### src/rtl/hhdf_pkg.sv
// package for the http host drop filter
// holds verdict codes, protocol constants and byte helpers; no dependencies
package hhdf_pkg;

    localparam int MAX_HOST_LEN = 32;
    localparam int HOST_IDX_W   = $clog2(MAX_HOST_LEN);

    typedef enum logic [2:0] {
        CLS_MATCH    = 3'd0,
        CLS_BAD_HDR  = 3'd1,
        CLS_PORT     = 3'd2,
        CLS_SHORT    = 3'd3,
        CLS_METHOD   = 3'd4,
        CLS_NO_HOST  = 3'd5,
        CLS_HOST_BAD = 3'd6
    } verdict_t;

    typedef enum logic [2:0] {
        REG_HOST0   = 3'd0,
        REG_HOST1   = 3'd1,
        REG_HOST2   = 3'd2,
        REG_HOST3   = 3'd3,
        REG_HOSTLEN = 3'd4
    } cfg_reg_t;

    localparam logic [7:0]  TCP_PROTO = 8'd6;
    localparam logic [15:0] WEB_PORT  = 16'd80;
    localparam logic [16:0] MIN_HDR   = 17'd20;
    localparam logic [16:0] MIN_HTTP  = 17'd10;
    localparam logic [2:0]  TAG_LEN   = 3'd6;
    localparam logic [7:0]  CH_CR     = 8'h0d;
    localparam logic [7:0]  CH_LF     = 8'h0a;
    localparam logic [7:0]  CH_H      = "H";

    function automatic logic [7:0] tag_char(input logic [2:0] k);
        case (k)
            3'd0:    tag_char = "H";
            3'd1:    tag_char = "o";
            3'd2:    tag_char = "s";
            3'd3:    tag_char = "t";
            3'd4:    tag_char = ":";
            default: tag_char = " ";
        endcase
    endfunction

    function automatic logic [7:0] port_char(input logic [1:0] k);
        case (k)
            2'd0:    port_char = ":";
            2'd1:    port_char = "8";
            default: port_char = "0";
        endcase
    endfunction

    function automatic logic [7:0] get_char(input logic [2:0] k);
        case (k)
            3'd0:    get_char = "G";
            3'd1:    get_char = "E";
            3'd2:    get_char = "T";
            default: get_char = " ";
        endcase
    endfunction

    function automatic logic [7:0] post_char(input logic [2:0] k);
        case (k)
            3'd0:    post_char = "P";
            3'd1:    post_char = "O";
            3'd2:    post_char = "S";
            3'd3:    post_char = "T";
            default: post_char = " ";
        endcase
    endfunction

    function automatic logic [7:0] head_char(input logic [2:0] k);
        case (k)
            3'd0:    head_char = "H";
            3'd1:    head_char = "E";
            3'd2:    head_char = "A";
            3'd3:    head_char = "D";
            default: head_char = " ";
        endcase
    endfunction

    function automatic logic [7:0] fold(input logic [7:0] c);
        fold = (c >= "A" && c <= "Z") ? c + 8'd32 : c;
    endfunction

    typedef struct packed {
        logic       valid;
        logic [7:0] pkt_byte;
        logic       last_byte;
    } in_item_t;

endpackage

### src/rtl/hhdf_cfg_regs.sv
// configuration registers for the host name and its length
// depends on hhdf_pkg
module hhdf_cfg_regs
    import hhdf_pkg::*;
(
    input  logic                   clk,
    input  logic                   rst_n,
    input  logic                   cfg_we,
    input  logic [2:0]             cfg_index,
    input  logic [63:0]            cfg_data,
    output logic [8*MAX_HOST_LEN-1:0] host_name,
    output logic [5:0]             name_len_eff
);

    logic [255:0] host_reg;
    logic [5:0]   length_reg;

    always_ff @(posedge clk or negedge rst_n)
    begin
        if (!rst_n)
        begin
            host_reg   <= '0;
            length_reg <= '0;
        end
        else if (cfg_we)
        begin
            case (cfg_index)
                REG_HOST0:   host_reg[63:0]    <= cfg_data;
                REG_HOST1:   host_reg[127:64]  <= cfg_data;
                REG_HOST2:   host_reg[191:128] <= cfg_data;
                REG_HOST3:   host_reg[255:192] <= cfg_data;
                REG_HOSTLEN: length_reg        <= cfg_data[5:0];
                default:     ;
            endcase
        end
    end

    assign host_name    = host_reg[8*MAX_HOST_LEN-1:0];
    assign name_len_eff = (length_reg > 6'(MAX_HOST_LEN)) ? 6'(MAX_HOST_LEN) : length_reg;

endmodule

### src/rtl/hhdf_parser.sv
// per-byte packet parser and verdict logic
// depends on hhdf_pkg; takes a registered input byte, produces a registered verdict
module hhdf_parser
    import hhdf_pkg::*;
(
    input  logic                      clk,
    input  logic                      rst_n,
    input  in_item_t                  item,
    input  logic [8*MAX_HOST_LEN-1:0] host_name,
    input  logic [5:0]                name_len_eff,
    input  logic                      res_hold,
    output logic                      res_valid,
    output verdict_t                  res_class
);

    logic [15:0] byte_index_reg, byte_index_next;
    logic [5:0]  ip_hdr_reg, ip_hdr_next;
    logic        ver_ok_reg, ver_ok_next;
    logic [15:0] total_len_reg, total_len_next;
    logic        is_tcp_reg, is_tcp_next;
    logic [15:0] dport_reg, dport_next;
    logic [5:0]  tcp_hdr_reg, tcp_hdr_next;
    logic [2:0]  meth_reg, meth_next;
    logic [2:0]  tag_reg, tag_next;
    logic [15:0] vlen_reg, vlen_next;
    logic        pre_ok_reg, pre_ok_next;
    logic        suf_ok_reg, suf_ok_next;
    logic        lf_seen_reg, lf_seen_next;
    logic        lf_match_reg, lf_match_next;
    logic        cr_seen_reg, cr_seen_next;
    logic        cr_match_reg, cr_match_next;

    logic [7:0]  b;
    logic [16:0] i17, ipl17, k17, cap17, hlen17, p17;
    logic [2:0]  k3;
    logic        vmatch;
    logic [7:0]  hbyte;
    verdict_t    cls;

    assign b      = item.pkt_byte;
    assign i17    = {1'b0, byte_index_reg};
    assign ipl17  = {11'd0, ip_hdr_reg};
    assign k17    = i17 - ipl17 - {11'd0, tcp_hdr_reg};
    assign k3     = k17[2:0];
    assign hlen17 = {11'd0, name_len_eff};
    assign p17    = {1'b0, vlen_reg};
    assign hbyte  = host_name[8*vlen_reg[HOST_IDX_W-1:0] +: 8];
    assign vmatch = pre_ok_reg && (p17 == hlen17 || (p17 == hlen17 + 17'd3 && suf_ok_reg));

    always_comb
    begin
        byte_index_next = byte_index_reg;
        ip_hdr_next     = ip_hdr_reg;
        ver_ok_next     = ver_ok_reg;
        total_len_next  = total_len_reg;
        is_tcp_next     = is_tcp_reg;
        dport_next      = dport_reg;
        tcp_hdr_next    = tcp_hdr_reg;
        meth_next       = meth_reg;
        tag_next        = tag_reg;
        vlen_next       = vlen_reg;
        pre_ok_next     = pre_ok_reg;
        suf_ok_next     = suf_ok_reg;
        lf_seen_next    = lf_seen_reg;
        lf_match_next   = lf_match_reg;
        cr_seen_next    = cr_seen_reg;
        cr_match_next   = cr_match_reg;
        if (byte_index_reg < 16'd4 || byte_index_reg < total_len_reg)
        begin
            if (byte_index_reg == 16'd0)
            begin
                ver_ok_next = b[7:4] == 4'd4;
                ip_hdr_next = {b[3:0], 2'b00};
            end
            else if (byte_index_reg == 16'd2)
                total_len_next = {b, total_len_reg[7:0]};
            else if (byte_index_reg == 16'd3)
                total_len_next = {total_len_reg[15:8], b};
            if (byte_index_reg == 16'd9)
                is_tcp_next = b == TCP_PROTO;
            if (byte_index_reg != 16'd0)
            begin
                if (i17 == ipl17 + 17'd2)
                    dport_next = {b, dport_reg[7:0]};
                if (i17 == ipl17 + 17'd3)
                    dport_next = {dport_reg[15:8], b};
                if (i17 == ipl17 + 17'd12)
                    tcp_hdr_next = {b[7:4], 2'b00};
                else if ({11'd0, tcp_hdr_reg} >= MIN_HDR
                         && i17 >= ipl17 + {11'd0, tcp_hdr_reg})
                begin
                    if (k17 < 17'd5)
                    begin
                        if (k17 < 17'd4 && b != get_char(k3))
                            meth_next[0] = 1'b0;
                        if (b != post_char(k3))
                            meth_next[1] = 1'b0;
                        if (b != head_char(k3))
                            meth_next[2] = 1'b0;
                    end
                    if (tag_reg < TAG_LEN)
                    begin
                        if (b == tag_char(tag_reg))
                            tag_next = tag_reg + 3'd1;
                        else
                            tag_next = (b == CH_H) ? 3'd1 : 3'd0;
                    end
                    else if (!cr_seen_reg)
                    begin
                        if (b == CH_CR)
                        begin
                            cr_seen_next  = 1'b1;
                            cr_match_next = vmatch;
                        end
                        else
                        begin
                            if (b == CH_LF && !lf_seen_reg)
                            begin
                                lf_seen_next  = 1'b1;
                                lf_match_next = vmatch;
                            end
                            if (p17 < hlen17)
                            begin
                                if (fold(b) != fold(hbyte))
                                    pre_ok_next = 1'b0;
                            end
                            else if (p17 < hlen17 + 17'd3)
                            begin
                                if (b != port_char(2'(p17 - hlen17)))
                                    suf_ok_next = 1'b0;
                            end
                            if (vlen_reg != 16'hffff)
                                vlen_next = vlen_reg + 16'd1;
                        end
                    end
                end
            end
        end
        if (byte_index_reg != 16'hffff)
            byte_index_next = byte_index_reg + 16'd1;
    end

    // verdict from state after this byte
    always_comb
    begin
        logic [16:0] len, tl, iplx, tcplx;
        len   = {1'b0, byte_index_next};
        tl    = {1'b0, total_len_next};
        iplx  = {11'd0, ip_hdr_next};
        tcplx = {11'd0, tcp_hdr_next};
        cap17 = (len < tl) ? len : tl;
        if (len < MIN_HDR)
            cls = CLS_BAD_HDR;
        else if (!ver_ok_next || iplx < MIN_HDR || cap17 < iplx + MIN_HDR || !is_tcp_next)
            cls = CLS_BAD_HDR;
        else if (tcplx < MIN_HDR || cap17 < iplx + tcplx)
            cls = CLS_BAD_HDR;
        else if (dport_next != WEB_PORT)
            cls = CLS_PORT;
        else if (cap17 - iplx - tcplx < MIN_HTTP)
            cls = CLS_SHORT;
        else if (meth_next == 3'd0)
            cls = CLS_METHOD;
        else if (tag_next < TAG_LEN || (!cr_seen_next && !lf_seen_next))
            cls = CLS_NO_HOST;
        else if (cr_seen_next ? cr_match_next : lf_match_next)
            cls = CLS_MATCH;
        else
            cls = CLS_HOST_BAD;
    end

    always_ff @(posedge clk or negedge rst_n)
    begin
        if (!rst_n)
        begin
            byte_index_reg <= '0;
            ip_hdr_reg     <= '0;
            ver_ok_reg     <= 1'b0;
            total_len_reg  <= '0;
            is_tcp_reg     <= 1'b0;
            dport_reg      <= '0;
            tcp_hdr_reg    <= '0;
            meth_reg       <= 3'b111;
            tag_reg        <= '0;
            vlen_reg       <= '0;
            pre_ok_reg     <= 1'b1;
            suf_ok_reg     <= 1'b1;
            lf_seen_reg    <= 1'b0;
            lf_match_reg   <= 1'b0;
            cr_seen_reg    <= 1'b0;
            cr_match_reg   <= 1'b0;
            res_valid      <= 1'b0;
            res_class      <= CLS_MATCH;
        end
        else
        begin
            // a held verdict stays until the output register takes it
            if (!(res_valid && res_hold))
            begin
                res_valid <= item.valid && item.last_byte;
                if (item.valid)
                    res_class <= cls;
            end
            if (item.valid)
            begin
                if (item.last_byte)
                begin
                    byte_index_reg <= '0;
                    ip_hdr_reg     <= '0;
                    ver_ok_reg     <= 1'b0;
                    total_len_reg  <= '0;
                    is_tcp_reg     <= 1'b0;
                    dport_reg      <= '0;
                    tcp_hdr_reg    <= '0;
                    meth_reg       <= 3'b111;
                    tag_reg        <= '0;
                    vlen_reg       <= '0;
                    pre_ok_reg     <= 1'b1;
                    suf_ok_reg     <= 1'b1;
                    lf_seen_reg    <= 1'b0;
                    lf_match_reg   <= 1'b0;
                    cr_seen_reg    <= 1'b0;
                    cr_match_reg   <= 1'b0;
                end
                else
                begin
                    byte_index_reg <= byte_index_next;
                    ip_hdr_reg     <= ip_hdr_next;
                    ver_ok_reg     <= ver_ok_next;
                    total_len_reg  <= total_len_next;
                    is_tcp_reg     <= is_tcp_next;
                    dport_reg      <= dport_next;
                    tcp_hdr_reg    <= tcp_hdr_next;
                    meth_reg       <= meth_next;
                    tag_reg        <= tag_next;
                    vlen_reg       <= vlen_next;
                    pre_ok_reg     <= pre_ok_next;
                    suf_ok_reg     <= suf_ok_next;
                    lf_seen_reg    <= lf_seen_next;
                    lf_match_reg   <= lf_match_next;
                    cr_seen_reg    <= cr_seen_next;
                    cr_match_reg   <= cr_match_next;
                end
            end
        end
    end

    a_method_only_clears: assert property (@(posedge clk) disable iff (!rst_n)
        (item.valid && !item.last_byte) |=> ((meth_reg & ~$past(meth_reg)) == 3'd0))
        else $error("method flag set mid packet");
    a_cr_sticky: assert property (@(posedge clk) disable iff (!rst_n)
        (cr_seen_reg && item.valid && !item.last_byte) |=> cr_seen_reg)
        else $error("cr end lost mid packet");
    a_clear_after_last: assert property (@(posedge clk) disable iff (!rst_n)
        (item.valid && item.last_byte) |=> (byte_index_reg == 16'd0 && meth_reg == 3'b111))
        else $error("packet state not cleared");

endmodule

### src/rtl/http_host_drop_filter.sv
// Top level of the http host drop filter: one verdict per packet, one byte per cycle.
// Each byte is registered, parsed by short compare logic into a result register,
// and the verdict then moves to the output register. Bytes that are not last leave
// the input register every cycle; a last byte waits there, and in_stall holds new
// bytes, only while the result register and a stalled output register both hold
// verdicts.
// depends on hhdf_pkg, hhdf_cfg_regs, hhdf_parser
module http_host_drop_filter
    import hhdf_pkg::*;
(
    input  logic        clk,
    input  logic        rst_n,
    input  logic        cfg_we,
    input  logic [2:0]  cfg_index,
    input  logic [63:0] cfg_data,
    input  logic        in_valid,
    output logic        in_stall,
    input  logic [7:0]  pkt_byte,
    input  logic        last_byte,
    output logic        out_valid,
    input  logic        out_stall,
    output logic        drop,
    output logic [2:0]  verdict_class
);

    logic [8*MAX_HOST_LEN-1:0] host_name;
    logic [5:0]                name_len_eff;
    in_item_t                  in_reg;
    in_item_t                  par_item;
    logic                      res_valid;
    verdict_t                  res_class;
    logic                      out_valid_reg;
    verdict_t                  out_class_reg;
    logic                      full;

    // stall only a last byte that has nowhere to put its verdict
    assign full     = out_valid_reg && out_stall;
    assign in_stall = full && res_valid && in_reg.valid && in_reg.last_byte;

    hhdf_cfg_regs u_cfg (
        .clk          (clk),
        .rst_n        (rst_n),
        .cfg_we       (cfg_we),
        .cfg_index    (cfg_index),
        .cfg_data     (cfg_data),
        .host_name    (host_name),
        .name_len_eff (name_len_eff)
    );

    always_ff @(posedge clk or negedge rst_n)
    begin
        if (!rst_n)
            in_reg <= '0;
        else if (!in_stall)
        begin
            in_reg.valid     <= in_valid;
            in_reg.pkt_byte  <= pkt_byte;
            in_reg.last_byte <= last_byte;
        end
    end

    assign par_item = '{valid: in_reg.valid && !in_stall,
                        pkt_byte: in_reg.pkt_byte, last_byte: in_reg.last_byte};

    hhdf_parser u_parser (
        .clk          (clk),
        .rst_n        (rst_n),
        .item         (par_item),
        .host_name    (host_name),
        .name_len_eff (name_len_eff),
        .res_hold     (full),
        .res_valid    (res_valid),
        .res_class    (res_class)
    );

    always_ff @(posedge clk or negedge rst_n)
    begin
        if (!rst_n)
        begin
            out_valid_reg <= 1'b0;
            out_class_reg <= CLS_MATCH;
        end
        else if (!full)
        begin
            out_valid_reg <= res_valid;
            out_class_reg <= res_class;
        end
    end

    assign out_valid     = out_valid_reg;
    assign verdict_class = out_class_reg;
    assign drop          = out_class_reg == CLS_MATCH;

    a_out_hold: assert property (@(posedge clk) disable iff (!rst_n)
        (out_valid && out_stall) |=> (out_valid && $stable(verdict_class)))
        else $error("held verdict changed");
    a_res_hold: assert property (@(posedge clk) disable iff (!rst_n)
        (full && res_valid) |=> (res_valid && $stable(res_class)))
        else $error("held result changed");
    a_stall_last_only: assert property (@(posedge clk) disable iff (!rst_n)
        in_stall |-> (in_reg.valid && in_reg.last_byte))
        else $error("stall without a waiting last byte");
    a_drop_class: assert property (@(posedge clk) disable iff (!rst_n)
        out_valid |-> (drop == (verdict_class == CLS_MATCH)))
        else $error("drop and class disagree");

endmodule

### config.mk
export PLATFORM = sky130hd
export DESIGN_NAME = http_host_drop_filter
export DESIGN_NICKNAME = d
export VERILOG_FILES = /design/src/rtl/hhdf_pkg.sv /design/src/rtl/hhdf_cfg_regs.sv /design/src/rtl/hhdf_parser.sv /design/src/rtl/http_host_drop_filter.sv
export SDC_FILE = /design/constraint.sdc
export NUM_CORES = 1
export LEC_CHECK = 0
export BUFFER_PORTS_ARGS = -buffer_cell sky130_fd_sc_hd__buf_2
export CAP_MARGIN = 25
export CORE_UTILIZATION = 50
export CTS_CLUSTER_DIAMETER = 80
export DETAILED_ROUTE_END_ITERATION = 12
export PLACE_DENSITY = 0.67
export RECOVER_POWER = 100
export SLEW_MARGIN = 20
export SYNTH_ARGS = -nofsm -noshare
export SYNTH_HDL_FRONTEND = slang
export SYNTH_SLANG_ARGS = --single-unit
### constraint.sdc
create_clock -name clk -period 7.25 [get_ports clk]
set_input_delay 1.0875 -clock clk [delete_from_list [all_inputs] [get_ports clk]]
set_output_delay 1.0875 -clock clk [all_outputs]
set_load 0.01 [all_outputs]
==> Word level (Yosys, flattened, before mapping) <==
Cells that the tools add are included.
{ "classes": {"order_cmp": 22, "n_mux": 153, "n_reduce_logical": 52, "add_sub_neg": 17, "bitwise": 1, "n_eq_ne": 39, "n_shift": 1} }
{ "ops": {"columns": ["operator", "count"], "rows": [
  ["2-to-1 mux 16 bit", 21],
  ["2-to-1 mux 8 bit", 32],
  ["variable part select 256 x 9 -> 8 bit", 1],
  ["2-to-1 mux 1 bit", 66],
  ["2-to-1 mux 3 bit", 21],
  ["one-hot mux 7 bit (4 select lines)", 2],
  ["== test 16 x 17 -> 1 bit", 3],
  ["subtractor 17 x 6 -> 17 bit", 3],
  ["2-to-1 mux 6 bit", 8],
  ["!= test 8 bit", 5],
  ["one-hot mux 7 bit (5 select lines)", 1],
  ["less-than comparator 17 bit", 2],
  ["less-than comparator 17 x 3 -> 1 bit, second input constant", 2],
  ["adder 16 x 1 -> 16 bit, second input constant", 2],
  ["== test 16 x 2 -> 1 bit, second input constant", 2],
  ["less-than comparator 16 bit", 2],
  ["!= test 16 bit, second input constant", 2],
  ["adder 6 x 2 -> 7 bit, second input constant", 3],
  ["one-hot mux 7 bit (3 select lines)", 1],
  ["== test 3 x 2 -> 1 bit, second input constant", 6],
  ["greater-or-equal comparator 16 x 17 -> 1 bit", 1],
  ["less-than comparator 17 x 4 -> 1 bit, second input constant", 1],
  ["subtractor 16 x 6 -> 17 bit", 1],
  ["adder 8 x 6 -> 8 bit, second input constant", 2],
  ["other kinds (42)", 95]
]} }
{ "word_totals": {"regBits": 370, "wordCells": 313, "input_bits": 81} }

==> Logic depth before layout (Yosys ltp) <==
Gate-level depths: netlist of run 1.
{ "logic_depth": {"ltp_word": 26, "depth_mapped": 33, "ltp_nobuf": 29} }

==> Modules after synthesis <==
From an unflattened synthesis of run 1, not the netlist that was laid out.
{ "unflattened": {"cells_unflattened": 1878, "area_unflattened_um2": 23009.6} }
{ "by_module_without_submodules": {"columns": ["module", "area_per_inst_um2", "seq_area_each_um2", "n_inst", "cells_each"], "rows": [
  ["hhdf_parser", 11703.7, 2358.5, 1, 1279],
  ["hhdf_cfg_regs", 10727.8, 6556.3, 1, 564],
  ["http_host_drop_filter", 578.1, 350.3, 1, 35]
]} }

==> Worst setup path after synthesis of run 1 <==
No wires, ideal clock.
{ "synth_path": {"path_kind": "register -> register", "start": "register u_parser.byte_index_reg[1]", "end": "register u_parser.res_class[2]", "arrival_time_ps": 6973, "path_stages_with_launch": 32, "n_path_buf": 5, "slack_ps": 156, "required_ps": 7129, "synth_period_minus_slack_ps": 7094, "path_cell_list": "dfrtp_1 > clkbuf_1 > inv_1 > ha_1 > nor4_1 > and4_1 > buf_4 > nand2_2 > buf_1 > mux2i_1 > ha_1 > a211oi_1 > o21ai_0 > a221oi_1 > and3_4 > a22oi_4 > buf_6 > buf_2 > a21oi_1 > fa_1 > ha_1 > nor2b_1 > o21ai_0 > nand2b_1 > mux2i_1 > a21oi_1 > or3b_2 > nor4_1 > a21oi_1 > nor4_2 > o211ai_1 > a22o_1"} }
{ "synth_via": {"elab_chain_len": 24} }
{ "synth_rtl": {"columns": ["item", "line", "source"], "rows": [
  ["start: declaration", "hhdf_parser.sv:16", "logic [15:0] byte_index_reg, byte_index_next;"],
  ["start signal: assignment", "hhdf_parser.sv:227", "byte_index_reg <= byte_index_next;"],
  ["branches (longest 23 deep; another with subtractor 17 x 6 -> 17 bit)", null, null],
  ["2-to-1 mux 3 bit (*)", "hhdf_parser.sv:152", "if (len < MIN_HDR)"],
  ["end signal: assignment", "hhdf_parser.sv:202", "res_class <= cls;"],
  ["end: declaration", "hhdf_parser.sv:13", "output verdict_t res_class"]
]} }
Mark *: on every way between the ends. The select of a mux whose other input is x is not followed.
A chain may end at the register's enable or synchronous reset.

==> Worst setup path after layout of run 1 <==
{ "layout_path": {"start": "register u_parser.byte_index_reg[3]", "end": "register u_parser.res_class[2]"} }
{ "layout_via": {"elab_chain_len": 17} }
{ "layout_rtl": {"columns": ["item", "line"], "rows": [
  ["branches (longest 16 deep; another with subtractor 17 x 6 -> 17 bit)", null],
  ["2-to-1 mux 3 bit (*)", "hhdf_parser.sv:152"]
]} }
Mark *: on every way between the ends.

==> results of run 1 <==
## layout make-up
class                      count  area (um2)
clock buffer                  55        1221
sequential                   370        9271
fill                        3672       19120
clock inverter                21       226.5
inverter                      98       367.9
timing repair buffer         151       897.1
antenna                        2       5.005
multi-input combinational   1444       12370
tap                          592       740.7
## cell families after synthesis
logic type      after synthesis
compound gates              346
xor+xnor                     73
fa+ha+maj                   131
buf+inv                     207
flops                       370
mux                         391
other cells                   1
simple gates                502
## cell usage in the layout, fill, tap and decap left out, drive strengths merged, types with 8 or more instances in the layout
cell type    n
dfrtp      365
mux2       271
nand2      151
buf        133
ha         116
a21oi      104
nor2       104
inv        100
o21ai       95
mux4        80
clkbuf      73
xnor2       47
nand3       41
mux2i       40
nor3        39
o22ai       31
xor2        26
nor2b       24
and3        24
nor4        22
nand4       20
nand2b      17
a31oi       17
and2        16
fa          15
a21o        14
clkinv      14
and4        11
o211ai      11
o21a        10
a211oi       8
## worst reg2reg max path: cells and delay by family, from the launching register on
kind | cells | cell delay [ns]
and+or+nand+nor | 10 | 2.24
AOI/OAI and AO/OA | 11 | 2.14
adders and majority gates | 3 | 1.12
DFF | 1 | 0.55
buffers and inverters | 2 | 0.31
xor gates and xnor gates | 1 | 0.19
muxes | 1 | 0.14
## path summary, 6_finish.rpt
kind                                         end  slack [ns]  cells after the start
min                         u_parser.meth_reg[0]        0.46                      2
min reg2reg                 u_parser.meth_reg[0]        0.46                      2
max in group asynchronous   u_parser.vlen_reg[8]        2.27                      2
min in group asynchronous  u_parser.dport_reg[3]        0.56                      1
max reg2reg                u_parser.res_class[2]        0.47                     28
max                        u_parser.res_class[2]        0.47                     28
## routing by layer
metal	GRT usage (%)	vias to the layer above
li1	-	7558
met1	36.00	8341
met2	43.61	467
met3	5.272	169
met4	13.08	4
met5	0	-
## through the flow
stage,worst slack [ns],utilization (%)
5_1_grt,0.008148,56.76
4_1_cts,0.1147,56.79
6_report,0.4670,56.76
2_1_floorplan,0.1561,-
3_5_place_dp,0.1383,53.52
3_3_place_gp,0.3498,53.52
## what timing repair did
| item | in CTS | in global routing |
|---|---|---|
| setup endpoints to repair | 0 | 3 |
| hold endpoints to repair | 0 | 0 |
| resized for setup | 0 | 11 |
## report_power, final
| group | total [mW] | switching, mW | internal (mW) |
|---|---|---|---|
| registers | 2.72 | 0.273 | 2.44 |
| logic | 2.91 | 1.47 | 1.44 |
| clock network | 2.21 | 0.908 | 1.31 |
| total | 7.84 | 2.65 | 5.19 |
==> results by stage, run 1 <==
Power:
- The worst ir drop on vdd is 233.6 uV.
- For this design the static power due to leakage is 11.00 nW.
- The total power density per cell area is around 310 mW/mm2.
- The power after layout is 7.840 mW.

STA:
- Dividing the final minimum period by the clock period gives 93.56%.
- At the pin with the least slew margin, the transition time is 3.981 ns.
- The final-report setup violation count is 0.
- The setup clock skew after layout is 0.02218 ns.
- The worst slew margin relative to its limit is -165.4%.
- The shortest period the worst path allows is 6.783 ns.
- The count of final max-slew check failures came to 620.
- Setup repair after global routing left no endpoint under its margin.
- The worst slack on hold paths is roughly 0.46 ns.
- The maximum operating frequency is 147.4 MHz.
- The final-layout setup total negative slack is 0 ns.
- The final hold violation count was 0.

Floorplan:
- The total die area is 0.04575 mm2.
- The starting density of the core is 50.77%.
- The die is around 210 um tall.
- During I/O placement, the number of pins put on the boundary was 87.
- The horizontal die dimension is 213.9 um.
- The floorplan has 77 rows.
- The placeable core region is between 0.04 and 0.05 mm2.

Drt:
- For this run, design rule violations remaining after detail routing come to 0.
- In the final routed layout, each cell accounts on average for between 20 and 25 um.
- After detailed routing, the wire length on met1 is 25.74 mm.
- The residual antenna-violating net count after detailed routing is 0.
- Wire segments on met3 add up to ~3.3 mm in the final route.
- The via density per instance is about 6.1.
- The detailed router finished its first iteration with 1,329 violations.
- Wires add up to approximately 60 mm.
- Routed signal wires occupy layers up through met5.
- The first-pass detailed-route iteration total is 6.
- Detailed routing inserted a total of 16,539 vias.
- The met2 wire length is 27.75 mm.

Clock tree:
- The post-CTS setup buffer count is 0.
- The master cell of the clock root buffer is clkbuf_16.
- After clock tree synthesis, the flow added hold-fix buffers numbering 0.
- The maximum root-to-sink buffer count is 3.
- The H-tree depth reported by CTS is 2.
- After clock tree synthesis, the clock-pin slew on the worst setup and hold paths is 0.06 ns.
- The CTS tree is built.
- At the later pin of the worst-skew pair, clock insertion delay measures 0.58 ns.
- The tree built by TritonCTS fans out to 370 sinks.
- The number of buffers inserted during clock tree synthesis is 43.

Synth:
- The dominant cell by count in the synthesized netlist is dfrtp_1.
- Counting every net in the synthesized netlist gives between 2,000 and 2,500.
- The share of synthesized flip-flops with an asynchronous set or reset is 100.0%.
- The mapped netlist covers 0.02245 mm2.
- For this run, the number of Yosys warnings is 0.
- The largest family of logic cells by synthesized area is multiplexers.
- Sorting the synthesized cells by area gives the leading types as dfrtp_1, mux2_2, mux4_2.
- The synthesized-area fraction occupied by ao, oa, aoi and oai cells is 9.536%.
- In the synthesized netlist, the cells that appear most often are dfrtp_1, mux2_2, nand2_1.
- The area share of fa/ha/maj cells after synthesis is a little under 8%.
- The synthesized area divided by synthesized cell count is around 11 um2.
- Synthesis instantiated 86 different standard cells from the library.
- The most used flip-flop cell after synthesis is dfrtp_1.
- The sequential cell area fraction in the yosys report is 41.27%.
- After technology mapping, the gate count stands at approximately 2,000.
- Yosys mapped a number of flops with a built-in enable equal to 0.
- After synthesis the netlist holds a flip-flop and latch count of 370.
- The proportion of synthesized area in mux cells is a little under a quarter.
- Of the total synthesized cell area, the portion taken by AND, OR, NAND and NOR gates is 11.34%.
- The biggest area contributor in the post-synthesis netlist is dfrtp_1.
- The xor/xnor share of the synthesized area is 2.848%.
- The synthesized design devotes to its leading area cell type 40.69% of total area.

Setup path:
- Tracing the worst setup path back leads to its startpoint at u_parser.byte_index_reg[3].
- The kind of cell adding the most delay to the critical path is simple AND/OR/NAND/NOR gates.
- Data on the critical path arrives at its endpoint at 7.24 ns.
- For this run, the slowest stage of the critical path takes 0.55 ns.
- The data required time of the worst path is between 7 and 8 ns.
- The startpoint kind of the worst setup timing path is a register.
- The most repeated library cell on the critical path is a21oi_1.
- The worst flop-to-flop path startpoint is u_parser.byte_index_reg[3].
- The cell with the biggest individual delay on the critical path is dfrtp_1.
- The largest driver fanout on the critical path is 10.
- The total buffers and inverters traversed by the critical path is 2.
- The worst setup path is captured at a register.
- The worst setup path is of the register to register kind.

Placement:
- Once placement finished, the instance area stood at 0.02367 mm2.
- The post-DP HPWL is 42.57 mm.
- During placement, the flow inserted port buffers numbering 86.
- The total placed cells including tap cells is 2,653.
- At the end of routability-driven placement, the weighted congestion stood at 0.9908.

GRT:
- The number of antenna violations at the first check in global routing is 6.
- The maximum number of pins on one net before global-route repair is ~170.
- The number of global-route vias before repair is 16,862.
- The wire length of the first global-routing pass is 96.43 mm.
- The total overflow left after global routing is 0.
- The global-route usage over all layers is between 20% and 30%.

Final layout:
- The register with the most flip-flops in the layout has 256 of them.
- Leaving out filler cells and counting taps, the final layout contains 2,733.
- The finished cells cover 0.02510 mm2.
- Cells with a size suffix above 1 make up ~28% of the layout.
- From synthesis to final layout, the design area changed by 11.82%.
- The net count of the finished layout is around 2,300.

Worst hold path:
- The class of the worst hold path is register to register.
- The startpoint identified for the worst hold timing path is u_parser.meth_reg[0].

Run:
- Across the run, the number of max-cap violations was 10.

Run status:
- The flow ran to the end, but the final reports show violations.
- The checks that failed: max-capacitance violations, max-slew violations.
Power figures use the tool's default switching activity.
==> run 2, diff against run 1 <==
--- a/config.mk
+++ b/config.mk
@@ -5,12 +5,12 @@
 export SDC_FILE = /design/constraint.sdc
 export NUM_CORES = 1
 export LEC_CHECK = 0
-export BUFFER_PORTS_ARGS = -buffer_cell sky130_fd_sc_hd__buf_2
 export CAP_MARGIN = 25
 export CORE_UTILIZATION = 50
 export CTS_CLUSTER_DIAMETER = 80
 export DETAILED_ROUTE_END_ITERATION = 12
-export PLACE_DENSITY = 0.67
+export DONT_BUFFER_PORTS = 1
+export PLACE_DENSITY = 0.66
 export RECOVER_POWER = 100
 export SLEW_MARGIN = 20
 export SYNTH_ARGS = -nofsm -noshare
==> results by stage, run 2 (synthesis results as in run 1) <==
STA:
- At the pin with the least slew margin, the transition time is 3.955 ns.
- The final hold violation count was 0.
- The final-layout setup total negative slack is 0 ns.
- Based on the critical path, the design can be clocked at up to 144.6 MHz.
- Across the routed clock network, the largest skew measured is 0.01785 ns.
- Headroom to the max-slew limit came out at -163.7%.
- Setup violations remaining at the end of the flow were counted as 0.
- The count of final max-slew check failures is between 400 and 500.
- Setup repair after global routing left no endpoint under its margin.
- The final critical-path share of the clock period is 95.41%.
- After layout, the minimum clock period comes to between 6 and 7 ns.

GRT:
- The global-route usage over all layers is between 20% and 30%.
- The maximum number of pins on one net before global-route repair is 371.
- The wire length of the first global-routing pass is 92.81 mm.
- The global-route congestion overflow total is 0.
- The number of antenna violations at the first check in global routing was 0.
- The number of global-route vias before repair is 16,365.

Setup path:
- The path type of the worst setup path is register to register.
- Counting both buffers and inverters, the worst setup path holds a total of 1.
- The type of element capturing the critical path is a register.
- At the worst endpoint, the required time is 7.71 ns.
- The largest driver fanout on the critical path is 13.
- STA classifies the critical path startpoint as a register.
- The data arrival time of the critical path is between 7 and 8 ns.
- On the worst path, the slowest cell contributes a delay of 0.60 ns.
- The cell with the biggest individual delay on the critical path is dfrtp_1.
- The kind of cell adding the most delay to the critical path is compound AO/OA/AOI/OAI gates.

Run status:
- The flow ran to the end, but the final reports show violations.
- The final reports fail on max-capacitance violations, max-slew violations.

Final layout:
- Of the cells placed in the final design, the portion with a size suffix greater than 1 is 25.16%.
- The area growth from synthesis to final layout is 9.804%.
- The sequential standard cell area is 0.009270 mm2.
- The final-layout fill cell count is 3,706.
- In the layout the commonest cells are dfrtp_1, mux2_2, nand2_1.
- The footprint of the multi-input gates is 0.01239 mm2.
- The final cell count without fillers is between 2,000 and 3,000.
- The register with the most flip-flops in the layout has ~260 of them.
- The post-route standard cell area excluding fillers is 0.02465 mm2.
- The commonest non-fill, non-tap cell in the layout is dfrtp_1.
- The number of antenna diodes in the final layout is 0.
- At the end of the flow, the number of nets in the layout was 2,237.

Clock tree:
- The H-tree depth reported by CTS is 2.
- The number of buffers inserted during clock tree synthesis is 41.
- TritonCTS built the clock tree.
- The master cell of the clock root buffer is clkbuf_16.
- The later-pin clock latency in the skew report is 0.58 ns.
- The number of hold buffers added after CTS is 0.
- The longest clock path from root to sink contains 3 buffers.
- The post-CTS clock slew at the launch and capture registers of the worst setup and hold paths is about 0.060 ns.
- The clock drives 370 sinks.

Drt:
- In this run, the number of DRC markers left after iteration 0 of detailed routing was 1,147.
- The routed design has 58.07 mm of wire.
- The first TritonRoute pass finished after 5 iterations.
- Using the TritonRoute via totals, the vias-per-cell ratio works out to around 6.
- Once detail routing completed, the nets flagged for antenna violations numbered 0.
- The number of remaining DRC errors is 0.
- The final routed wire length divided by cell count is between 20 and 25 um.
- Summing over every cut layer, the via total after detailed routing is 16,166.

Placement:
- Counting tap cells, the placed design contains a total of 2,572 instances.
- The post-DP HPWL is 40.67 mm.
- The routability congestion estimate is 0.9516.
- The cell area after placement is about 0.023 mm2.
- Input and output buffers added on the ports amount to 0.

Floorplan:
- The die covers ~0.046 mm2.
- The total area inside the core boundary comes to 0.04422 mm2.
- Once the floorplan was initialized, standard cells occupied between 50% and 60% of the core.
- The die is 213.9 um tall.
- The horizontal die dimension is 213.9 um.
- The floorplan has 77 rows.
- The total I/O pin count is 87.

Power:
- IR analysis of the VDD net gives a maximum drop of ~220 uV.
- For this design the ratio of total power to cell area is 311.1 mW/mm2.
- For this design the static power due to leakage is 10.67 nW.

Worst hold path:
- The tightest min-delay check is of the primary input to async pin type.

Run:
- The number of maximum-capacitance violations is 8.
==> run 2: worst reg2reg max path, stage by stage (launching register included) <==
cell and delay, ns:
dfrtp_1 0.60, nand4_2 0.29, nor3_1 0.34, nand3_1 0.23, nand2_1 0.18, nor2_1 0.09, xor2_1 0.16, ha_1 0.31
o21a_1 0.12, o21ai_0 0.08, a2111o_1 0.39, a21o_1 0.21, a22oi_4 0.24, buf_4 0.22, nor2_1 0.06, a21oi_1 0.23
fa_1 0.46, ha_1 0.39, a21boi_0 0.20, mux2i_1 0.13, a21oi_2 0.18, or3b_2 0.46, nor4_1 0.26, a21oi_1 0.09
nor4_2 0.35, o211ai_1 0.31, a22o_1 0.26
==> run 2: layout make-up <==
class	count	area share (%)
inverter	98	1.492
multi-input combinational	1444	50.27
clock buffer	59	4.883
timing repair buffer	70	2.091
sequential	370	37.61
tap	592	3.005
clock inverter	14	0.6497
==> run 2: timing repair <==
item,CTS,global route
resized for setup,0,9
setup endpoints to repair,0,3
buffers inserted,0,1
==> run 2: final timing paths <==
check                                          endpoint                       start  slack (ns)  depth (start not counted)
worst min register to register     u_parser.meth_reg[0]        u_parser.meth_reg[0]        0.47                          2
worst max register to register    u_parser.res_class[2]  u_parser.byte_index_reg[9]        0.33                         26
min in group clk                   u_parser.meth_reg[0]        u_parser.meth_reg[0]        0.47                          2
worst max-delay path              u_parser.res_class[2]  u_parser.byte_index_reg[9]        0.33                         26
worst min-delay path                u_parser.tag_reg[2]                       rst_n        0.24                          0
max in group asynchronous       u_parser.tcp_hdr_reg[5]                       rst_n        6.21                          0
==> run 2: routing by layer <==
| metal | part of all wire [%] | vias up | GRT usage, % | wire length, um |
|---|---|---|---|---|
| li1 | - | 7359 | - | - |
| met1 | 43 | 8231 | 35.05 | 25170 |
| met4 | 3.1 | 0 | 8.719 | 1814 |
| met2 | 47 | 465 | 43.17 | 27390 |
| met3 | 6.4 | 111 | 4.760 | 3689 |
| met5 | 0 | - | 0 | 0 |
==> run 2: stage by stage <==
step	hold slack [ns]	utilization, %	setup WS (ns)	power (mW)
global route	0.2098	55.74	0.008152	8.112
finish	0.2376	55.74	0.3331	7.668
floorplan	0.4354	-	0.1561	4.857
CTS	0.2163	55.67	0.2044	7.658
detailed placement	0.4571	52.58	0.2449	5.545
global placement	0.4428	52.58	0.5048	5.442
==> run 2: power breakdown <==
group          total [mW]  switching, mW  leakage [nW]  internal (mW)
clock network        2.08          0.876         0.672           1.20
logic                2.91           1.46          5.41           1.44
registers            2.68          0.238          4.58           2.44
total                7.67           2.58          10.7           5.09
==> run 3, diff against run 2 <==
--- a/config.mk
+++ b/config.mk
@@ -6,11 +6,13 @@
 export NUM_CORES = 1
 export LEC_CHECK = 0
 export CAP_MARGIN = 25
-export CORE_UTILIZATION = 50
+export CELL_PAD_IN_SITES_DETAIL_PLACEMENT = 0
+export CELL_PAD_IN_SITES_GLOBAL_PLACEMENT = 1
+export CORE_UTILIZATION = 47
 export CTS_CLUSTER_DIAMETER = 80
 export DETAILED_ROUTE_END_ITERATION = 12
 export DONT_BUFFER_PORTS = 1
-export PLACE_DENSITY = 0.66
+export PLACE_DENSITY = 0.74
 export RECOVER_POWER = 100
 export SLEW_MARGIN = 20
 export SYNTH_ARGS = -nofsm -noshare
==> results by stage, run 3 (synthesis results as in run 1) <==
Run status:
- The run finished, with violations left.
- The final reports fail on design-rule violations, max-capacitance violations, max-slew violations.

Final layout:
- The net total in the final layout is 2,241.
- The proportion of layout cells with a drive suffix above 1 is 25.69%.
- In the layout the commonest cells are dfrtp_1, mux2_2, nand2_1.
- The register with the most flip-flops in the layout has 256 of them.
- The area growth from synthesis to final layout is 10.19%.
- The number of antenna repair diodes is 0.
- The footprint of the multi-input gates is around 0.012 mm2.
- In the final layout, flip-flops and latches occupy 0.009271 mm2.
- Counting the fill cells in the layout gives about 4,000.
- The commonest non-fill, non-tap cell in the layout is dfrtp_1.
- Measured on the finished design, the core utilization comes to 52.80%.

Drt:
- The DRC marker count from the first detailed-route iteration is approximately 1,100.
- The first detailed-routing pass ran for 9 iterations.
- The number of remaining DRC errors is 3.
- The routed layout has between 15,000 and 20,000 vias.
- Using the TritonRoute via totals, the vias-per-cell ratio works out to approximately 6.0.
- After detailed routing, the average wire length per cell comes to 22.35 um.
- In this run the remaining antenna-violating nets after routing total 0.
- Wires add up to 59.69 mm.

STA:
- Static timing analysis puts the maximum clock frequency at 145.6 MHz.
- Setup repair after global routing left no endpoint under its margin.
- After layout, the worst path uses between 90% and 100% of the clock period.
- The final-report setup violation count is 0.
- Hold is met by 0.2094 ns.
- The final hold violation count is 0.
- The routed design could run at a clock period as short as 6.869 ns.
- The setup clock skew after layout is 0.01431 ns.
- After routing, the total negative slack on setup checks comes to 0 ns.
- At the pin with the least slew margin, the transition time is 3.997 ns.
- In this run the tightest slew margin relative to its limit is -166.5%.
- The count of final max-slew check failures is 440.
- The worst path meets setup with 0.3810 ns of slack.

Clock tree:
- For this design, the sink count on the clock tree is 370.
- The master cell of the clock root buffer is clkbuf_16.
- In this run the number of H-tree levels came out at 2.
- The later-pin clock latency in the skew report is around 0.58 ns.
- In this run the deepest clock path goes through 3 buffers.
- After clock tree synthesis, the clock-pin slew on the worst setup and hold paths is 0.06 ns.
- Buffers inserted to repair hold after CTS numbered 0.
- The CTS tree is built.
- Counting the buffers created by CTS gives 43.

Power:
- The total power density per cell area is roughly 310 mW/mm2.
- The clock network burns 28.0% of the power.
- In this run switching power makes up 34.01% of total power.
- The static leakage is 10.68 nW.
- The combinational cell fraction of total power is 37.0%.
- The design internal power is 5.123 mW.
- The worst-case IR drop observed on VDD is 252.5 uV.
- The sequential share of power is 35.0%.
- The power spent charging and discharging nets is 2.640 mW.
- The design draws 7.763 mW.

Placement:
- The number of buffer cells added on primary ports is 0.
- The post-DP HPWL is 41.74 mm.
- Before CTS, the worst setup slack after placement is 0.09308 ns.
- The routability congestion estimate is 0.9590.

Setup path:
- The type of element capturing the critical path is a register.
- Along the worst path, the maximum fanout reaches 10.
- The data required time of the worst path is 7.71 ns.
- The path type of the worst setup path is register to register.
- The worst setup path is launched from a register.
- The count of cells along the worst register-to-register path is 27.
- The data arrival time of the critical path is 7.33 ns.

Worst hold path:
- In this run the worst hold path is classified as primary input to async pin.

Floorplan:
- In this run the horizontal extent of the chip is 220.6 um.
- Pin placement for this block handled 87 I/O pins.
- The height of the die is 220.6 um.
- The total die area is approximately 0.049 mm2.
- The placeable core region is 0.04685 mm2.
- The starting density of the core is 47.91%.
- The floorplan has approximately 80 rows.

Run:
- The number of maximum-capacitance violations is 9.

GRT:
- The number of global-route vias before repair is 16,358.
- The global-route congestion overflow total is 0.
- The global-route usage over all layers is 25.18%.
- The number of antenna violations at the first check in global routing was 0.
- The maximum number of pins on one net before global-route repair is 371.
- The first global-routing pass estimated 94.91 mm of wire.
## run 3: changes by cell type in the layout (fill, tap and decap cells not counted), moves of 2 or more
cell,change
dfrtp_2,+4
dfrtp_1,-3
clkinv_2,+4
clkbuf_16,+2
inv_6,+2
clkbuf_1,-2
clkbuf_8,-5
nor3_2,+2
nor3_1,-2
clkinvlp_4,+4
## run 3: path summary, 6_finish.rpt
kind	startpoint	end	slack, ns
min in group clk	u_parser.meth_reg[0]	u_parser.meth_reg[0]	0.46
max reg2reg	u_parser.byte_index_reg[10]	u_parser.res_class[2]	0.38
min	rst_n	u_parser.total_len_reg[12]	0.21
min reg2reg	u_parser.meth_reg[0]	u_parser.meth_reg[0]	0.46
max	u_parser.byte_index_reg[10]	u_parser.res_class[2]	0.38
max in group asynchronous	rst_n	u_parser.dport_reg[9]	6.04
## run 3: timing repair
| action | 4_1_cts | 5_1_grt |
|---|---|---|
| endpoints found under the setup margin | 0 | 3 |
| setup buffers | 0 | 2 |
| resized for setup | 0 | 15 |
## run 3: final cells by class
type	instances	area share (%)
Inverter	98	1.487
Sequential cell	370	37.48
Tap cell	607	3.070
Multi-Input combinational cell	1445	50.16
Clock inverter	26	1.042
Clock buffer	53	4.744
Timing Repair Buffer	71	2.018
## run 3: worst max-delay path: stages, from the launching register on
cell	delay [ns]
dfrtp_1	0.54
nand4_2	0.28
nor3_2	0.33
nand3_1	0.23
nand2_1	0.22
nor2_1	0.10
xor2_1	0.18
ha_1	0.32
o21a_1	0.12
o21ai_0	0.09
a2111o_1	0.40
a21o_1	0.23
a22oi_4	0.27
nor2_1	0.07
a21oi_1	0.22
fa_1	0.46
ha_1	0.31
nor2b_1	0.13
o21ai_0	0.14
nand2b_1	0.11
mux2i_1	0.14
a21oi_2	0.21
or3b_2	0.46
nor4_1	0.28
a21oi_1	0.10
nor4_2	0.29
o211ai_1	0.27
a22o_1	0.25
## run 3: per-stage QoR
step | cell area, um2 | std cells
final | 24740 | 2670
after global routing | 24740 | 2670
after CTS | 24700 | 2666
after detailed placement | 23270 | 2587
after global placement | 23260 | 2586
after floorplan | 22450 | 2021
## run 3: layer usage
metal | share of wire (%) | track usage, % | vias to the layer above
met1 | 44 | 33.32 | 8112
li1 | - | - | 7386
met4 | 2.6 | 7.763 | 0
met5 | 0 | 0 | -
met3 | 5.2 | 4.454 | 92
met2 | 48 | 42.15 | 341
## run 3: power by group through the flow
stage          Clock (mW)  Combinational, mW  Sequential, mW
6_report             2.17               2.88            2.72
5_1_grt              2.30               3.16            2.77
4_1_cts              2.22               2.83            2.72
3_5_place_dp            0               2.81            2.75
3_3_place_gp            0               2.75            2.73
2_1_floorplan           0               2.25            2.61
